### src/rtl/gb3_pkg.sv
// shared types and constants for the 3x3 gaussian blur
// no dependencies

package gb3_pkg;

  localparam int PIX_W = 8;

  // default sizes of the line buffers and of the row counter
  localparam int DEF_MAX_WIDTH  = 1024;
  localparam int DEF_MAX_HEIGHT = 4096;

  // configuration register widths, reset values and indexes
  localparam int FRAME_WIDTH_W  = 11;
  localparam int FRAME_HEIGHT_W = 13;
  localparam logic [FRAME_WIDTH_W-1:0]  FRAME_WIDTH_RST  = 11'd640;
  localparam logic [FRAME_HEIGHT_W-1:0] FRAME_HEIGHT_RST = 13'd480;
  localparam logic REG_FRAME_WIDTH  = 1'b0;
  localparam logic REG_FRAME_HEIGHT = 1'b1;

  // result queue depth, a power of two
  localparam int FIFO_DEPTH = 8;

  typedef logic [PIX_W-1:0] pix_t;

  // one window column, top to bottom
  typedef struct packed {
    pix_t top;
    pix_t mid;
    pix_t bot;
  } col_t;

  // one result word
  typedef struct packed {
    pix_t pixel;
    logic row_end;
    logic frame_end;
  } res_t;

  // clamp a frame dimension to 2..hi
  function automatic logic [31:0] clamp_dim(input logic [31:0] raw, input logic [31:0] hi);
    logic [31:0] res;
    res = raw;
    if (raw < 32'd2) begin
      res = 32'd2;
    end else if (raw > hi) begin
      res = hi;
    end
    return res;
  endfunction

endpackage

### src/rtl/gb3_col_cell.sv
// one column of the 3x3 window, loaded with the new column or from its right-hand neighbor
// depends on gb3_pkg

module gb3_col_cell (
  input  logic          clk,
  input  logic          shift_en,
  input  gb3_pkg::col_t col_in,
  output gb3_pkg::col_t col_out
);

  import gb3_pkg::*;

  col_t col_r;

  always_ff @(posedge clk) begin
    if (shift_en) begin
      col_r <= col_in;
    end
  end

  assign col_out = col_r;

endmodule

### config.mk
export PLATFORM = sky130hd
export DESIGN_NAME = gb3_col_cell
export DESIGN_NICKNAME = d
export VERILOG_FILES = /design/src/rtl/gb3_pkg.sv /design/src/rtl/gb3_col_cell.sv
export SDC_FILE = /design/constraint.sdc
export NUM_CORES = 1
export LEC_CHECK = 0
export BUFFER_PORTS_ARGS = -buffer_cell sky130_fd_sc_hd__buf_2
export CORE_ASPECT_RATIO = 0.8
export CORE_MARGIN = 2
export CORE_UTILIZATION = 41
export CTS_BUF_LIST = sky130_fd_sc_hd__clkbuf_8
export DETAILED_ROUTE_END_ITERATION = 8
export PLACE_DENSITY = 0.77
export SYNTH_ARGS = -nofsm -noshare
export SYNTH_HDL_FRONTEND = slang
export SYNTH_SLANG_ARGS = --single-unit
### constraint.sdc
create_clock -name clk -period 0.8 [get_ports clk]
set_input_delay 0.08 -clock clk [delete_from_list [all_inputs] [get_ports clk]]
set_output_delay 0.08 -clock clk [all_outputs]
set_load 0.02 [all_outputs]
==> flow_summary.yaml <==
cells_and_area:
  multi_input_cells: 0
  multiInputGateArea_um2: 0
  n_antenna_cell: 0
  layout.nets: 119
  finalInstanceArea_um2: 1295
  drive_gt1_share_pct: 58.24
  instances_no_fill: 113
  largest_reg_flops: 24
  area_growth_pct: 79.69
sta:
  relSlewSlack_pct: 91.38
  finalHoldViolCount: 0
  setup_viol: 24
  worst_slew_pin_slew_ns: 0.1294
  maxSlewViolCount: 0
  rsz0062_at_grt: "true"
  fin_crit_ns: 0.8666
  tns_ns: -1.301
  setup_ws_ns: -0.06656
  fin_crit_sh_pct: 108.3
  hold_ws_ns: 0.004698
  fmax_ghz: 1.154
worst_setup_path:
  cpLargestDelayFamily: "flip-flops"
  worstPathArrival_ns: 0.79
  cp_slowest_stage_delay_ns: 0.39
  path_buf_inv: 1
  crit_chain: "buf_6"
  worst-path-stages: 1
  crit_slowest_cell: "edfxtp_1"
  path_max_fanout: 1
  endpoint_kind: "primary output"
  worstSetupStartpointType: "register"
  worstPathRequired_ns: 0.72
  critPathKind: "register to primary output"
floorplanning:
  fp-row-count: 13
  initial_utilization_pct: 43.87
  die-area_um2: 2111
  dieHeight_um: 41.50
  die_w_um: 50.88
  core_um2: 1643
  io_pins: 50
placed_design:
  dp.cells: 96
  gp_congestion: 0.7236
  placed_cell_area_um2: 1013
  io_buffers: 49
clock_tree:
  cts.path.max_buffers: 2
  cts_tree: "yes"
  clock_sinks: 24
  root_buffer: "clkbuf_8"
  post_cts.repair.setup_buffers: 0
  cts.reportedPaths.clkPinSlew_ns: 0.07
  htreeDepth: 1
  cts_buffers: 3
synth:
  synth_cells: 24
  synthesis.nets: 50
  synth_top_area_share_pct: 100.0
  synth_most_common_cell: "edfxtp_1"
  synth_common_cells: "edfxtp_1"
  synth_cell_types: 1
  synth_seq_cells: 24
  yosys_warnings: 0
  synth_seq_area_share_pct: 100.0
  netlist_area_um2: 720.7
  avgSynthCellArea_um2: 30.03
  synth.area.top_cells: "edfxtp_1"
  yosysTopAreaCell: "edfxtp_1"
  async_flop_share_pct: 0
  synth_edf_count: 24
  ys.flop_type: "edfxtp_1"
grt:
  grt_pass1_wl_mm: 1.773
  track_usage_pct: 11.64
  grt_max_degree: 25
  grt_pass1_vias: 425
  grt-ovfl-total: 0
  antenna_found_initial: 0
routing:
  ant_nets: 0
  wl_mm: 1.353
  first_pass_iters: 2
  drc_errors: 0
  drt_iter0_drc: 2
  wl_per_cell_um: 11.97
  vias_per_cell: 4.168
  num_vias: 471
min_path:
  hold_class: "input pin to register"
  min_delay_path_depth: 1
pwr:
  leakage_uw: 0.0005510
  power-per-cell-area_nw_per_um2: 2018
  ir_worst_vdd_mv: 1.285
  total_power_uw: 2613
status:
  status: "finished with violations"
  failed_checks: "setup timing"
run:
  max_cap_violations: 0
-- path summary, 6_finish.rpt --
path / startpoint / endpoint / slack [ns]
max: col_out[16] / col_out[16] / -0.07
min: col_in[22] / col_out[22] / 0.005
-- kinds of logic after synthesis --
group  share of synthesized area (%)
flops                          100.0
-- metrics by stage --
stage | utilization, % | worst slack [ns]
after CTS | 68.62 | -0.07824
after floorplan | - | 0.2705
final | 78.83 | -0.06656
after global routing | 78.83 | -0.1056
after global placement | 61.69 | 0.1446
after detailed placement | 61.69 | 0.1337
-- per-layer routing --
layer | share of wire [%] | wire (µm) | up-vias | global-route usage, %
met5 | 0 | 0 | - | 0
li1 | - | - | 230 | -
met1 | 34 | 458 | 213 | 12.97
met3 | 6.4 | 86 | 2 | 3.237
met4 | 1.4 | 19 | 0 | 4.865
met2 | 58 | 789 | 26 | 20.79
-- final cells by class --
type | instances | area, µm²
flip-flops and latches | 24 | 720.7
repair buffers | 64 | 505.5
fillers | 97 | 347.8
clock buffers | 3 | 41.29
well taps | 22 | 27.53
-- report_power, final --
part	switching (µW)	internal, µW	leakage, µW
clock	315	334	0.0000216
combinational	204	231	0.000295
sequential	34.6	1490	0.000235
-- timing repair --
item	4_1_cts	5_1_grt
setup endpoints to repair	24	24
gates resized for setup	4	28
endpoints found under the hold margin	6	8
hold buffers	6	8
-- placed cells by master, fill, tap and decap left out --
cell / n
buf_12: 1
buf_2: 33
buf_6: 16
clkbuf_8: 3
dlygate4sd3_1: 14
edfxtp_1: 24
Note: power is estimated with default switching activity, not from simulation.
