## src/rtl/gb3_pkg.sv

```systemverilog
// shared types and constants for the 3x3 gaussian blur
// no dependencies

package gb3_pkg;

  localparam int PIX_W = 8;

  // default sizes of the line buffers and of the row counter
  localparam int DEF_MAX_WIDTH  = 1024;
  localparam int DEF_MAX_HEIGHT = 4096;

  // configuration register widths, reset values and indexes
  localparam int FRAME_WIDTH_W  = 11;
  localparam int FRAME_HEIGHT_W = 13;
  localparam logic [FRAME_WIDTH_W-1:0]  FRAME_WIDTH_RST  = 11'd640;
  localparam logic [FRAME_HEIGHT_W-1:0] FRAME_HEIGHT_RST = 13'd480;
  localparam logic REG_FRAME_WIDTH  = 1'b0;
  localparam logic REG_FRAME_HEIGHT = 1'b1;

  // result queue depth, a power of two
  localparam int FIFO_DEPTH = 8;

  typedef logic [PIX_W-1:0] pix_t;

  // one window column, top to bottom
  typedef struct packed {
    pix_t top;
    pix_t mid;
    pix_t bot;
  } col_t;

  // one result word
  typedef struct packed {
    pix_t pixel;
    logic row_end;
    logic frame_end;
  } res_t;

  // clamp a frame dimension to 2..hi
  function automatic logic [31:0] clamp_dim(input logic [31:0] raw, input logic [31:0] hi);
    logic [31:0] res;
    res = raw;
    if (raw < 32'd2) begin
      res = 32'd2;
    end else if (raw > hi) begin
      res = hi;
    end
    return res;
  endfunction

endpackage

```

## src/rtl/gb3_fifo.sv

```systemverilog
// small result queue that decouples the pipeline from output stalls
// depends on gb3_pkg

module gb3_fifo (
  input  logic                              clk,
  input  logic                              rst_n,
  input  logic                              push,
  input  gb3_pkg::res_t                     push_data,
  input  logic                              pop,
  output logic                              not_empty,
  output gb3_pkg::res_t                     head,
  output logic [$clog2(gb3_pkg::FIFO_DEPTH+1)-1:0] count
);

  import gb3_pkg::*;

  localparam int PtrW = $clog2(FIFO_DEPTH);
  localparam int CntW = $clog2(FIFO_DEPTH + 1);

  res_t            mem_r [FIFO_DEPTH];
  logic [PtrW-1:0] wr_ptr_r;
  logic [PtrW-1:0] rd_ptr_r;
  logic [CntW-1:0] cnt_r;
  logic [CntW-1:0] cnt_nxt;

  always_comb begin
    cnt_nxt = cnt_r;
    if (push && !pop) begin
      cnt_nxt = cnt_r + CntW'(1);
    end else if (pop && !push) begin
      cnt_nxt = cnt_r - CntW'(1);
    end
  end

  always_ff @(posedge clk) begin
    if (push) begin
      mem_r[wr_ptr_r] <= push_data;
    end
  end

  always_ff @(posedge clk) begin
    if (!rst_n) begin
      wr_ptr_r <= '0;
      rd_ptr_r <= '0;
      cnt_r    <= '0;
    end else begin
      if (push) begin
        wr_ptr_r <= wr_ptr_r + PtrW'(1);
      end
      if (pop) begin
        rd_ptr_r <= rd_ptr_r + PtrW'(1);
      end
      cnt_r <= cnt_nxt;
    end
  end

  assign not_empty = (cnt_r != '0);
  assign head      = mem_r[rd_ptr_r];
  assign count     = cnt_r;

endmodule

```

## config.mk

```make
export PLATFORM = sky130hd
export DESIGN_NAME = gb3_fifo
export DESIGN_NICKNAME = d
export VERILOG_FILES = /design/src/rtl/gb3_pkg.sv /design/src/rtl/gb3_fifo.sv
export SDC_FILE = /design/constraint.sdc
export NUM_CORES = 1
export LEC_CHECK = 0
export ABC_AREA = 1
export BUFFER_PORTS_ARGS = -buffer_cell sky130_fd_sc_hd__buf_2
export CAP_MARGIN = 20
export CELL_PAD_IN_SITES_DETAIL_PLACEMENT = 1
export CELL_PAD_IN_SITES_GLOBAL_PLACEMENT = 1
export CORE_MARGIN = 4
export CORE_UTILIZATION = 49
export CTS_BUF_LIST = sky130_fd_sc_hd__clkbuf_4 sky130_fd_sc_hd__clkbuf_8
export CTS_CLUSTER_DIAMETER = 30
export DETAILED_ROUTE_END_ITERATION = 12
export PLACE_DENSITY_LB_ADDON = 0.08
export SLEW_MARGIN = 10
export SYNTH_ARGS = -nofsm -noshare
export SYNTH_HDL_FRONTEND = slang
export SYNTH_SLANG_ARGS = --single-unit
```

## constraint.sdc

```tcl
create_clock -name clk -period 2.9 [get_ports clk]
set_input_delay 0.58 -clock clk [delete_from_list [all_inputs] [get_ports clk]]
set_output_delay 0.58 -clock clk [all_outputs]
set_load 0.1 [all_outputs]
```

==> metrics.md, run 1 <==
| Metric | Value |
|---|---|
| Hold_ws | 0.481 ns |
| IO Pins | 29 |
| Cell Pwr Density | 710 nW/µm² |
| Worst Skew | 0.00450 ns |
| M1 GR Usage | 26.2% |
| EDFF count, synth | 80 |
| Grt met2 use | 34.8% |
| Pin count of the biggest net entering global routing | 23 |
| Max FO, Critical Path | 22 |
| LEAKAGE | roughly 1.7 nW |
| Worst-case vdd ir drop | 374 µV |
| Outcome | finished clean |
| Initial core utilization | ~50% |
| Tcrit/Tclk final | 90.9% |
| TNS Setup | 0 ns |
| CTS HTree Levels | 3 |
| Vias | approximately 2600 |
| Total gr overflow | 0 |
| Min-delay worst type | input pin to flip-flop |
| HP Start | push_data[0] |
| Dpl hpwl | 5920 µm |
| Drt drc | 0 |
| Vias in the first global route | 2793 |
| # setup viols final | 0 |
| # clock sinks | between 90 and 100 |
| Worst setup SP type | flip-flop |
| Final slew viol count | 0 |
| Worst-Skew Late Latency | 0.36 ns |
| CP Class | flip-flop to output pin |
| GP Congestion | roughly 0.77 |
| Top_reg_cell synth | edfxtp_1 |
| Post-synthesis cell area | 3860 µm² |
| Die height | 96.7 µm |
| Syn-to-layout area delta | 12.3% |
| Most used routing layer | met2 |
| Tot GR Track Use | between 20% and 30% |
| Root Buffer | clkbuf_8 |
| Syn nets | roughly 370 |
| Site row count | 32 |
| Post-synth top cells | nor2_1 (99), edfxtp_1 (80), nand2_1 (66) |
| RSZ-0062 raised after global routing | false |
| Met3 usage in global routing | 3.53% |
| Post-synth top area share | between 60% and 70% |
| Core area | 7690 µm² |
| Sequential-to-total area share from yosys stat | 69.0% |
| Filler Cells Inserted | about 870 |
| Avg Inst Size Synth | 10.9 µm² |
| Final hold vios | 0 |
| Top-count cell post-synth | nor2_1 |
| Reg area | approximately 2700 µm² |
| Crit path capture type | output pin |
| Yosys warning count | 0 |
| Async SR Flop Fraction | 0% |
| Detail Route Antenna Nets | 0 |
| Final Critical Period | 2.64 ns |
| Drt initial violations | 118 |
| Worst-path clk slew | 0.09 ns |
| Fmax | 379 MHz |
| Die width | 96.7 µm |
| Multi-input gate area | 1010 µm² |
| Top cells by area, synth | edfxtp_1 (62%), nor2_1 (9.6%), dfxtp_1 (6.7%), nand2_1 (6.4%), o21ai_1 (6.0%) |
| Number of distinct library cells after synthesis | 17 |
| FF-to-FF Start | wr_ptr_r[0] |
| Longest Clk Path Bufs | 2 |
| Gate count of the mapped netlist | approximately 350 |
| Largest area contributor in the netlist | edfxtp_1 |
| Critical path arrival | 2.06 ns |
| Max_cap viols | 0 |
| CTS tree | built |
| Nets | 411 |
| Initial antenna violation count | 1 |
| Die area | 9350 µm² |
| PortBufs | 28 |
| Flop and latch count out of synthesis | 93 |
| CTS buffer count | 9 |
| Slew of the pin with the lowest slew margin | 0.735 ns |
| WL per Instance | between 15 and 20 µm |
| Rel. slew slack | 51.0% |
| Layout cells sized above 1 | 15.7% |
| First-pass GRT wire length | 14700 µm |
| DRT Wirelength | a little under 9000 µm |
| Vias per cell | 5.11 |
| CP required | 2.32 ns |
| Pre-Repair DR Iteration Count | 4 |
-- worst max-delay path, cell delays in order, from the launching register on --
cell	delay, ns
dfxtp_2	0.40
inv_2	0.34
buf_12	0.21
o21ai_1	0.08
nand2_1	0.08
nand2_1	0.05
nand2_1	0.11
buf_2	0.43
-- layer usage --
metal | vias up | routed length (µm)
met3 | 13 | 222
li1 | 1255 | -
met5 | - | 0
met4 | 0 | 190
met1 | 1245 | 3940
met2 | 37 | 4520
-- metrics by stage --
stage | instance area (µm²) | instances | util, % | setup WS [ns] | total power [mW]
floorplan | 3860 | 353 | - | 0.362 | 2.05
global placement | 4110 | 482 | 53.5 | 0.614 | 2.16
detailed placement | 4110 | 482 | 53.5 | 0.530 | 2.17
CTS | 4330 | 498 | 56.3 | 0.115 | 3.11
global route | 4330 | 499 | 56.3 | 0.105 | 3.23
finish | 4330 | 499 | 56.3 | 0.264 | 3.08
-- registers in the layout (all words and copies together), names as in the netlist, named ones only --
signal    flops
rd_ptr_r      3
mem_r        80
count         4
wr_ptr_r      3
-- cells by family after synthesis --
group / synth area share [%]
buf+inv: 4.70
flops: 69.0
compound gates: 6.75
fa+ha+maj: 2.14
simple gates: 16.9
xor+xnor: 0.454
-- where the power goes --
group | total [mW] | internal, mW | leakage [nW] | switching [mW]
clock | 0.940 | 0.514 | 0.111 | 0.427
sequential | 1.52 | 1.49 | 0.834 | 0.0278
combinational | 0.615 | 0.128 | 0.753 | 0.486
-- final timing paths --
| kind | end | slack, ns | depth (start not counted) |
|---|---|---|---|
| min | mem_r[6][0] | 0.48 | 1 |
| min reg2reg | wr_ptr_r[0] | 0.51 | 2 |
| max reg2reg | mem_r[2][1] | 1.44 | 3 |
| max | head[4] | 0.26 | 7 |
-- cell type report --
class                      instances  share of cell area [%]
multi-input combinational        231                    23.4
sequential                        93                    61.5
timing repair buffer              41                    5.78
antenna                            1                  0.0578
clock buffer                      12                    3.38
clock inverter                     4                    1.68
tap                              102                    2.95
inverter                          15                    1.30
-- placed cells by master (no fill, tap or decap), drive strengths merged --
master	Yosys	final
fa	1	1
bufinv	0	2
xor2	1	1
dfxtp	13	13
nand2	66	66
edfxtp	80	80
o21ai	46	46
nand3	4	4
clkbuf	0	12
nor2	99	99
clkinvlp	0	1
xnor2	1	1
inv	15	15
a21oi	6	6
ha	5	5
buf	14	41
or2	2	2
clkinv	0	1
diode	0	1
-- timing repair --
action / in CTS / in global routing
buffers inserted: 0 / 0
hold buffers: 0 / 0
resized for setup: 0 / 1
endpoints found under the setup margin: 0 / 7
No activity file was read; power rests on OpenSTA's default activity.
==> run 2: changes to the inputs <==
- CORE_UTILIZATION: 49 -> 33
==> run 2 against run 1 <==
  * Global-route usage shrank 5.2 points
  * Utilization shrank 18 points
  * Critical path depth is the same
  * Largest power group unchanged
  * Power shrank 3.6%
==> metrics.md, run 2 (synthesis results as in run 1) <==
| Metric | Value |
|---|---|
| Drt drc | 0 (unchanged) |
| LEAKAGE | 1.68 nW (was 1.70 nW) |
| Core area | 11400 µm² (was 7690 µm²) |
| Worst-case vdd ir drop | 287 µV (was 374 µV) |
| CTS HTree Levels | 3 (unchanged) |
| Final Cell Area | 4330 µm² (about the same) |
| Commonest cells after routing, fill and taps aside | nor2_1 (99), edfxtp_1 (80), nand2_1 (66) (unchanged) |
| Tcrit/Tclk final | 90.1% (was 90.9%) |
| Critical path arrival | 2.03 ns (was 2.06 ns) |
| Vias in the first global route | 2693 (was 2793) |
| Cell Pwr Density | 684 nW/µm² (was 710 nW/µm²) |
| Site row count | 39 (was 32) |
| Outcome | finished clean (unchanged) |
| Ant. Diodes | 0 (was 1) |
| CP Class | flip-flop to output pin (unchanged) |
| Dpl hpwl | 6160 µm (was 5920 µm) |
| Fmax | 383 MHz (was 379 MHz) |
| Max reg flops | 80 (unchanged) |
| Cell mode on critical path | nand2_1 (unchanged) |
| CTS buffer count | 9 (unchanged) |
| Worst setup SP type | flip-flop (unchanged) |
| RSZ-0062 raised after global routing | false (unchanged) |
| # hold bufs at CTS | 0 (unchanged) |
| Setup bufs post-CTS | 0 (unchanged) |
| CP required | 2.32 ns (about the same) |
| GP Congestion | 0.696 (was 0.774) |
| Biggest register | mem_r (unchanged) |
| Longest Clk Path Bufs | 2 (unchanged) |
| Hold_ws | 0.485 ns (was 0.481 ns) |
| FF-to-FF Start | wr_ptr_r[0] (unchanged) |
| Non-Filler Instances | 538 (was 499) |
| Pre-Repair DR Iteration Count | 4 (unchanged) |
| Commonest non-fill, non-tap cell in the layout | nor2_1 (unchanged) |
| Worst-path clk slew | 0.09 ns (about the same) |
| Syn-to-layout area delta | 12.4% (was 12.3%) |
| IO Pins | 29 (unchanged) |
| Max FO, Critical Path | 20 (was 22) |
| Pin count of the biggest net entering global routing | 29 (was 23) |
| Initial core utilization | 33.8% (was 50.2%) |
| CP Cell Sequence | inv_1 > nor2_1 > o21ai_1 > nand2_1 > nand2_1 > nand2_1 > buf_2 (was inv_2 > buf_12 > o21ai_1 > nand2_1 > nand2_1 > nand2_1 > buf_2) |
| Slowest-stage cell, CP | buf_2 (unchanged) |
| Max_cap viols | 0 (unchanged) |
| Tot GR Track Use | 15.6% (was 20.8%) |
| Delay-heaviest family, CP | buffers and inverters (unchanged) |
| Final hold vios | 0 (unchanged) |
| Placed cell areas | 4150 µm² (was 4110 µm²) |
| Root Buffer | clkbuf_8 (unchanged) |
| Die area | 13500 µm² (was 9350 µm²) |
| HP Start | push_data[6] (was push_data[0]) |
| Min-delay worst type | input pin to flip-flop (unchanged) |
| Vias per cell | 4.78 (was 5.11) |
| WL per Instance | 17.6 µm (was 17.8 µm) |
| PortBufs | 28 (unchanged) |
| Total power | 2.97 mW (was 3.08 mW) |
| TNS Setup | 0 ns (unchanged) |
| Rel. slew slack | 46.5% (was 51.0%) |
| Final slew viol count | 0 (unchanged) |
| Die height | 116 µm (was 96.7 µm) |
| Buf+Inv Stages, Crit Path | 2 (was 3) |
| Total gr overflow | 0 (unchanged) |
| Crit-path max cell delay | 0.44 ns (was 0.43 ns) |
| Vias | 2574 (was 2550) |
| Slew of the pin with the lowest slew margin | 0.801 ns (was 0.735 ns) |
| Crit path capture type | output pin (unchanged) |
| Drt initial violations | 116 (was 118) |
| Worst-Skew Late Latency | 0.37 ns (was 0.36 ns) |
| Detail Route Antenna Nets | 0 (unchanged) |
| Placed instance count | 522 (was 482) |
| Final Critical Period | 2.61 ns (was 2.64 ns) |
| Post_cts resized | 0 (unchanged) |
| First-pass GRT wire length | 15300 µm (was 14700 µm) |
| DRT Wirelength | 9480 µm (was 8870 µm) |
| Initial antenna violation count | 0 (was 1) |
| CTS tree | built (unchanged) |
| Die width | 116 µm (was 96.7 µm) |
| Nets | 410 (was 411) |
| # clock sinks | 93 (unchanged) |
| Layout cells sized above 1 | 15.2% (was 15.7%) |
| Worst Skew | 0.0127 ns (was 0.00450 ns) |
| # setup viols final | 0 (unchanged) |
==> run 2: cell count changes in the layout (fill, tap and decap cells not counted), sizes merged <==
cell	delta
bufinv	-2
clkinv	+2
diode	-1
buf	-1
==> run 2: path summary, 6_finish.rpt <==
kind	endpoint	slack [ns]	depth (start not counted)
worst max register to register	mem_r[5][3]	1.31	3
worst min register to register	wr_ptr_r[0]	0.52	2
worst max-delay path	head[4]	0.29	7
worst min-delay path	mem_r[7][6]	0.49	1
==> run 2: power by group <==
| group | total (mW) | switching (mW) | internal [mW] |
|---|---|---|---|
| combinational | 0.623 | 0.495 | 0.128 |
| sequential | 1.52 | 0.0238 | 1.49 |
| clock | 0.827 | 0.462 | 0.364 |
==> run 2: area by class of cell <==
| class | count | area, µm² |
|---|---|---|
| fillers | 1299 | 7080 |
| clock buffers | 12 | 159 |
| well taps | 143 | 179 |
| multi-input cells | 231 | 1010 |
| flip-flops and latches | 93 | 2660 |
| clock inverters | 4 | 22.5 |
| inverters | 15 | 56.3 |
| repair buffers | 40 | 243 |
==> run 2: routing by layer <==
layer	GRT usage [%]	part of all wire, %	up-vias
li1	-	-	1250
met1	20.8	48	1268
met2	25.5	48	46
met3	2.90	2.8	10
met4	5.88	1.9	0
met5	0	0	-
==> run 2: per-stage QoR <==
step                      setup slack, ns  util, %
after floorplan                     0.362        -
after global placement              0.670     36.4
after detailed placement            0.635     36.4
after CTS                           0.213     38.0
after global routing               0.0268     38.0
final                               0.287     38.0
